**src/design/hrr_pkg.sv**
```systemverilog
package hrr_pkg;

    // Fixed field widths
    localparam int CH_BITS  = 8;
    localparam int HUE_BITS = 16;
    localparam int OFS_BITS = 16;

    // Divider widths: divisor is 6*d, numerator is hn*2^HUE_BITS + 3*d
    localparam int DIV_BITS = CH_BITS + 3;
    localparam int REM_BITS = DIV_BITS + 1;
    localparam int NUM_BITS = DIV_BITS + HUE_BITS;
    localparam int K_BITS   = CH_BITS + 4;

    typedef logic [CH_BITS-1:0]  ch_t;
    typedef logic [HUE_BITS-1:0] hue_t;

    typedef struct packed {
        ch_t red_in;
        ch_t green_in;
        ch_t blue_in;
    } rgb_in_t;

    typedef struct packed {
        ch_t red_out;
        ch_t green_out;
        ch_t blue_out;
    } rgb_out_t;

    // Beat carried through the divider steps
    typedef struct packed {
        logic                gray;
        rgb_in_t             raw;
        ch_t                 mx;
        ch_t                 mn;
        ch_t                 d;
        logic [DIV_BITS-1:0] div6;
        logic [NUM_BITS-1:0] num;
        logic [REM_BITS-1:0] rem;
        hue_t                quo;
    } div_item_t;

endpackage

```
**src/design/hrr_div_step.sv**
```systemverilog
module hrr_div_step (
    input  logic              clk,
    input  logic              rst_n,
    input  logic              en,
    input  logic              in_vld,
    input  hrr_pkg::div_item_t in_item,
    output logic              out_vld,
    output hrr_pkg::div_item_t out_item
);
    import hrr_pkg::*;

    logic      vld_reg;
    div_item_t item_reg;
    div_item_t item_next;
    logic [REM_BITS-1:0] part;

    // One restoring step: bring down the next numerator bit, subtract if it fits
    always_comb
    begin
        item_next = in_item;
        part = {in_item.rem[REM_BITS-2:0], in_item.num[NUM_BITS-1]};
        item_next.num = {in_item.num[NUM_BITS-2:0], 1'b0};
        if (part >= {1'b0, in_item.div6})
        begin
            item_next.rem = part - {1'b0, in_item.div6};
            item_next.quo = {in_item.quo[HUE_BITS-2:0], 1'b1};
        end
        else
        begin
            item_next.rem = part;
            item_next.quo = {in_item.quo[HUE_BITS-2:0], 1'b0};
        end
    end

    always_ff @(posedge clk or negedge rst_n)
    begin
        if (!rst_n)
            vld_reg <= 1'b0;
        else if (en)
            vld_reg <= in_vld;
    end

    always_ff @(posedge clk)
    begin
        if (en)
            item_reg <= item_next;
    end

    assign out_vld  = vld_reg;
    assign out_item = item_reg;

endmodule

```
**src/design/hue_rotate_rgb.sv**
```systemverilog
// Channel  | Signals                          | Direction
// ---------+----------------------------------+----------
// source   | src_valid, src_stall, src_data   | in beat
// result   | dst_valid, dst_stall, dst_data   | out beat
// config   | hue_offset_we, hue_offset_data   | reg write
//
// One beat per cycle unless a held result stalls the pipeline; stages are the entry stage, 27 divider
// steps, rotate stage, multiply stage and output register.
// The hue divide is a one-bit-per-stage restoring divider, 27 steps deep.
// rst_n clears all valid bits and sets hue_offset to 0.
// A stalled output freezes the whole pipeline; src_stall follows at once.
module hue_rotate_rgb (
    input  logic              clk,
    input  logic              rst_n,
    input  logic              src_valid,
    output logic              src_stall,
    input  hrr_pkg::rgb_in_t  src_data,
    output logic              dst_valid,
    input  logic              dst_stall,
    output hrr_pkg::rgb_out_t dst_data,
    input  logic              hue_offset_we,
    input  logic [15:0]       hue_offset_data
);
    import hrr_pkg::*;

    logic en;
    logic [OFS_BITS-1:0] hue_offset_reg;

    // Pipeline moves unless a result is held
    assign en        = !(dst_valid && dst_stall);
    assign src_stall = !en;

    always_ff @(posedge clk or negedge rst_n)
    begin
        if (!rst_n)
            hue_offset_reg <= '0;
        else if (hue_offset_we)
            hue_offset_reg <= hue_offset_data;
    end

    // Entry stage: max, min, spread, sector numerator
    ch_t r, g, b, mx, mn, d;
    logic signed [K_BITS-1:0] k;
    logic [DIV_BITS-1:0] hn;
    div_item_t e_next, e_reg;
    logic e_vld_reg;

    always_comb
    begin
        r = src_data.red_in;
        g = src_data.green_in;
        b = src_data.blue_in;
        mx = r;
        if (g > mx) mx = g;
        if (b > mx) mx = b;
        mn = r;
        if (g < mn) mn = g;
        if (b < mn) mn = b;
        d = mx - mn;
        if (mx == r)
            k = $signed(K_BITS'(g)) - $signed(K_BITS'(b));
        else if (mx == g)
            k = $signed(K_BITS'(d) << 1) + $signed(K_BITS'(b)) - $signed(K_BITS'(r));
        else
            k = $signed(K_BITS'(d) << 2) + $signed(K_BITS'(r)) - $signed(K_BITS'(g));
        if (k < 0)
            k = k + $signed(K_BITS'(d) * K_BITS'(6));
        hn = k[DIV_BITS-1:0];
        e_next.gray = (d == '0);
        e_next.raw  = src_data;
        e_next.mx   = mx;
        e_next.mn   = mn;
        e_next.d    = d;
        e_next.div6 = DIV_BITS'(d) * DIV_BITS'(6);
        e_next.num  = {hn, {HUE_BITS{1'b0}}} + NUM_BITS'(DIV_BITS'(d) * DIV_BITS'(3));
        e_next.rem  = '0;
        e_next.quo  = '0;
    end

    always_ff @(posedge clk or negedge rst_n)
    begin
        if (!rst_n)
            e_vld_reg <= 1'b0;
        else if (en)
            e_vld_reg <= src_valid;
    end

    always_ff @(posedge clk)
    begin
        if (en)
            e_reg <= e_next;
    end

    // Divider chain, one quotient bit per stage
    logic      dv_vld  [NUM_BITS+1];
    div_item_t dv_item [NUM_BITS+1];

    assign dv_vld[0]  = e_vld_reg;
    assign dv_item[0] = e_reg;

    for (genvar i = 0; i < NUM_BITS; i++)
    begin : g_div
        hrr_div_step u_step (
            .clk      (clk),
            .rst_n    (rst_n),
            .en       (en),
            .in_vld   (dv_vld[i]),
            .in_item  (dv_item[i]),
            .out_vld  (dv_vld[i+1]),
            .out_item (dv_item[i+1])
        );
    end

    div_item_t dq;
    assign dq = dv_item[NUM_BITS];

    // Rotate stage: add offset, split 6*H' into sector and fraction
    logic [OFS_BITS+HUE_BITS-1:0] ofs_wide;
    hue_t ofs_units, h_rot;
    logic [HUE_BITS+2:0] p;
    logic rt_vld_reg;
    logic rt_gray_reg;
    rgb_in_t rt_raw_reg;
    ch_t rt_mx_reg, rt_mn_reg, rt_d_reg;
    logic [2:0] rt_sec_reg;
    hue_t rt_f_reg;

    always_comb
    begin
        ofs_wide  = {hue_offset_reg, {HUE_BITS{1'b0}}} >> OFS_BITS;
        ofs_units = ofs_wide[HUE_BITS-1:0];
        h_rot     = dq.quo + ofs_units;
        p         = (HUE_BITS+3)'(h_rot) * (HUE_BITS+3)'(6);
    end

    always_ff @(posedge clk or negedge rst_n)
    begin
        if (!rst_n)
            rt_vld_reg <= 1'b0;
        else if (en)
            rt_vld_reg <= dv_vld[NUM_BITS];
    end

    always_ff @(posedge clk)
    begin
        if (en)
        begin
            rt_gray_reg <= dq.gray;
            rt_raw_reg  <= dq.raw;
            rt_mx_reg   <= dq.mx;
            rt_mn_reg   <= dq.mn;
            rt_d_reg    <= dq.d;
            rt_sec_reg  <= p[HUE_BITS+2:HUE_BITS];
            rt_f_reg    <= p[HUE_BITS-1:0];
        end
    end

    // Multiply stage: y = d * F
    logic ml_vld_reg;
    logic ml_gray_reg;
    rgb_in_t ml_raw_reg;
    ch_t ml_mx_reg, ml_mn_reg;
    logic [2:0] ml_sec_reg;
    logic [CH_BITS+HUE_BITS-1:0] ml_y_reg;

    always_ff @(posedge clk or negedge rst_n)
    begin
        if (!rst_n)
            ml_vld_reg <= 1'b0;
        else if (en)
            ml_vld_reg <= rt_vld_reg;
    end

    always_ff @(posedge clk)
    begin
        if (en)
        begin
            ml_gray_reg <= rt_gray_reg;
            ml_raw_reg  <= rt_raw_reg;
            ml_mx_reg   <= rt_mx_reg;
            ml_mn_reg   <= rt_mn_reg;
            ml_sec_reg  <= rt_sec_reg;
            ml_y_reg    <= (CH_BITS+HUE_BITS)'(rt_d_reg) * (CH_BITS+HUE_BITS)'(rt_f_reg);
        end
    end

    // Output stage: round q and t, pick channels by sector, pass gray colors through unchanged
    localparam int W = CH_BITS + HUE_BITS + 1;
    logic [W-1:0] q_w, t_w, half;
    ch_t q, t;
    rgb_out_t res_next;
    logic dst_valid_reg;
    rgb_out_t dst_data_reg;

    always_comb
    begin
        half = W'(1) << (HUE_BITS - 1);
        q_w  = (W'(ml_mx_reg) << HUE_BITS) - W'(ml_y_reg) + half;
        t_w  = (W'(ml_mn_reg) << HUE_BITS) + W'(ml_y_reg) + half;
        q    = q_w[HUE_BITS+CH_BITS-1:HUE_BITS];
        t    = t_w[HUE_BITS+CH_BITS-1:HUE_BITS];
        case (ml_sec_reg)
            3'd0:    res_next = '{ml_mx_reg, t, ml_mn_reg};
            3'd1:    res_next = '{q, ml_mx_reg, ml_mn_reg};
            3'd2:    res_next = '{ml_mn_reg, ml_mx_reg, t};
            3'd3:    res_next = '{ml_mn_reg, q, ml_mx_reg};
            3'd4:    res_next = '{t, ml_mn_reg, ml_mx_reg};
            default: res_next = '{ml_mx_reg, ml_mn_reg, q};
        endcase
        if (ml_gray_reg)
            res_next = '{ml_raw_reg.red_in, ml_raw_reg.green_in, ml_raw_reg.blue_in};
    end

    always_ff @(posedge clk or negedge rst_n)
    begin
        if (!rst_n)
            dst_valid_reg <= 1'b0;
        else if (en)
            dst_valid_reg <= ml_vld_reg;
    end

    always_ff @(posedge clk)
    begin
        if (en)
            dst_data_reg <= res_next;
    end

    assign dst_valid = dst_valid_reg;
    assign dst_data  = dst_data_reg;

endmodule

```
**config.mk**
```make
export PLATFORM = sky130hd
export DESIGN_NAME = hue_rotate_rgb
export DESIGN_NICKNAME = d
export VERILOG_FILES = /design/src/design/hrr_pkg.sv /design/src/design/hrr_div_step.sv /design/src/design/hue_rotate_rgb.sv
export SDC_FILE = /design/constraint.sdc
export NUM_CORES = 2
export LEC_CHECK = 0
export ABC_AREA = 1
export BUFFER_PORTS_ARGS = -buffer_cell sky130_fd_sc_hd__buf_2
export CAP_MARGIN = 10
export CELL_PAD_IN_SITES_DETAIL_PLACEMENT = 0
export CELL_PAD_IN_SITES_GLOBAL_PLACEMENT = 1
export CORE_MARGIN = 3
export CORE_UTILIZATION = 41
export CTS_BUF_LIST = sky130_fd_sc_hd__clkbuf_4 sky130_fd_sc_hd__clkbuf_8
export DETAILED_ROUTE_END_ITERATION = 10
export PLACE_DENSITY = 0.75
export SLEW_MARGIN = 20
export SYNTH_ARGS = -nofsm -noshare
export SYNTH_HDL_FRONTEND = slang
export SYNTH_SLANG_ARGS = --single-unit
```
**constraint.sdc**
```tcl
create_clock -name clk -period 66.4 [get_ports clk]
set_input_delay 13.28 -clock clk [delete_from_list [all_inputs] [get_ports clk]]
set_output_delay 13.28 -clock clk [all_outputs]
set_load 0.02 [all_outputs]
```
==> impl_metrics.yaml <==
run_status:
  status: "complete, but fails checks"
  violations: "design-rule violations"
synthesis:
  syn_area_um2: 96900
  yosys_warnings: 0
  synthFlopType: "edfxtp_1"
  postSynthCellCount: 6270
  async_flop_share_pct: 1.92
  synth_edf_count: 2400
  syn_area_per_cell_um2: 15.5
  synth-seq-cells: 2447
  yosysUniqueCellTypes: 58
  synth_fp_nets: 6872
  ys_seq_area_share_pct: 75.6
finish:
  largest_reg_flops: 2166
  fin_nets: 7270
  layout-drive-gt1-share_pct: 10.6
  final_cell_mix: "edfxtp_1 (2400), inv_1 (771), nand2_1 (638)"
  area_growth_pct: 11.8
  layout.cells.most_common: "edfxtp_1"
timing:
  fin_crit_ps: 27900
  final-hold-violation-count: 0
  final-setup-viol-count: 0
  slew_headroom_pct: 14.4
  fmax_ghz: 0.0358
  fin_setup_tns_ps: 0
  slew_violations: 0
  worst_pin_slew_ps: 1280
  setup_ws_ps: 38500
  hold_ws_ps: 361
  fin_crit_sh_pct: 42.0
  skew_ps: 64.8
  rsz0062_at_grt: "no"
grt:
  grt_use_total_pct: 11.3
  gr-total-overflow: 0
  grt_pass1_wl_um: 228000
  grt_pass1_vias: 47000
  grt_max_degree: 212
  antenna_found_initial: 1
clock_tree:
  cts_hold_buffers: 0
  cts_tree: "yes"
  post_cts_buffers: 0
  cts_made_buffers: 387
  cts-root-buf: "clkbuf_8"
  cts_sinks: 2447
  clk_pin_slew_ps: 60
  clock_latency_ps: 980
  cts_buffer_depth: 4
  cts-resized-gates: 0
  htree_levels: 5
placed_design:
  globalplace.congestion: 0.828
  port_buffers: 70
  dpl_worst_slack_ps: 38430
  dp_hpwl_um: 88700
drt:
  antenna_left: 0
  wire_per_inst_um: 13.7
  vias: 46100
  first_pass_iters: 8
  detail_route.wirelength_um: 138000
  drt_iter0_drc: 2811
  vias_per_cell: 4.58
  drt_drc_violations_left: 1
floorplan:
  die_area_um2: 242000
  core_um2: 234000
  rows: 177
  die-height_um: 492
  start_util_pct: 41.4
  io_pins: 71
  fp.dieW_um: 492
worst_setup_path:
  cpPeakStageDelay_ps: 420
  critPathBufInv: 4
  path_max_fanout: 58
  start_kind: "input port"
  crit_top_cell: "buf_2"
  crit_type: "input port to output port"
  path_cells: "buf_2, nand2_4, inv_1, buf_4, buf_2"
  worst_path_max_delay_cell: "nand2_4"
  end_kind: "output port"
  arrival_ps: 14620
  critPathTopFamily: "buffers and inverters"
  required_ps: 53120
hold_path:
  hp-class: "register to register"
flow_run:
  max_cap_violations: 0
[cell families (layout without fill, tap and decap cells)]
logic type               Yosys count  count (layout)  synth area share [%]
AO/OA/AOI/OAI                    830             830                  4.77
XOR/XNOR                         301             301                  2.72
adder cells (fa/ha/maj)          557             557                  8.18
buffers and inverters            869            1523                  3.40
flip-flops                      2447            2447                  75.6
multiplexers                      21              21                 0.244
other                              0               2                     0
AND/OR/NAND/NOR                 1245            1245                  5.11
[Yosys cell counts, drive strengths merged (9+ instances only)]
cell	instances	area share [%]
a211o	27	0.24
a211oi	18	0.14
a21o	13	0.10
a21oi	497	2.6
a31oi	17	0.11
clkbuf	86	0.34
dfrtp	47	1.2
edfxtp	2400	74
fa	127	2.6
ha	430	5.6
inv	775	3.0
mux2	21	0.24
nand2	648	2.5
nand3	90	0.48
nor2	465	1.8
nor4	11	0.071
o21ai	166	0.87
o21bai	35	0.27
o22ai	12	0.077
o311ai	9	0.081
or2	10	0.065
xnor2	103	0.93
xor2	198	1.8
[area by class of cell]
| cell class | count | area [um^2] |
|---|---|---|
| Fill cell | 20000 | 125000 |
| Sequential cell | 2447 | 73200 |
| Multi-Input combinational cell | 2954 | 20500 |
| Clock buffer | 507 | 6260 |
| Tap cell | 3132 | 3920 |
| Inverter | 777 | 2920 |
| Clock inverter | 138 | 888 |
| Timing Repair Buffer | 101 | 658 |
| Antenna cell | 2 | 5.00 |
[routing by layer]
metal  global-route usage, %  share of wire (%)  vias up
li1                        -                  -    23100
met1                    13.5                 42    21900
met2                    19.8                 51      764
met3                    2.44                4.0      341
met4                    4.96                3.4        0
met5                       0                  0        -
[metrics by stage]
step / util [%] / std cells / area, um^2
4_1_cts: 46.3 / 10100 / 108000
3_5_place_dp: 43.3 / 9411 / 101000
3_3_place_gp: 43.3 / 9411 / 101000
5_1_grt: 46.3 / 10100 / 108000
2_1_floorplan: - / 6270 / 96900
6_report: 46.3 / 10100 / 108000
[worst paths after layout]
| kind | start | endpoint | slack [ps] | depth (start not counted) |
|---|---|---|---|---|
| max in group asynchronous | rst_n | g_div[16].u_step.out_vld$_DFFE_PN0N_ | 53430 | 2 |
| hold / removal | g_div[3].u_step.out_item[82]$_DFFE_PN_ | g_div[4].u_step.out_item[82]$_DFFE_PN_ | 360 | 0 |
| hold reg to reg | g_div[3].u_step.out_item[82]$_DFFE_PN_ | g_div[4].u_step.out_item[82]$_DFFE_PN_ | 360 | 0 |
| setup / recovery | dst_stall | src_stall | 38500 | 5 |
| setup reg to reg | rt_d_reg[4]$_DFFE_PN_ | ml_y_reg[22]$_DFFE_PN_ | 60400 | 28 |
| min in group asynchronous | rst_n | hue_offset_reg[11]$_DFFE_PN0P_ | 12440 | 2 |
Power is not shown: default switching activity piles up to over one toggle a cycle in this logic, so the estimate is an artifact.
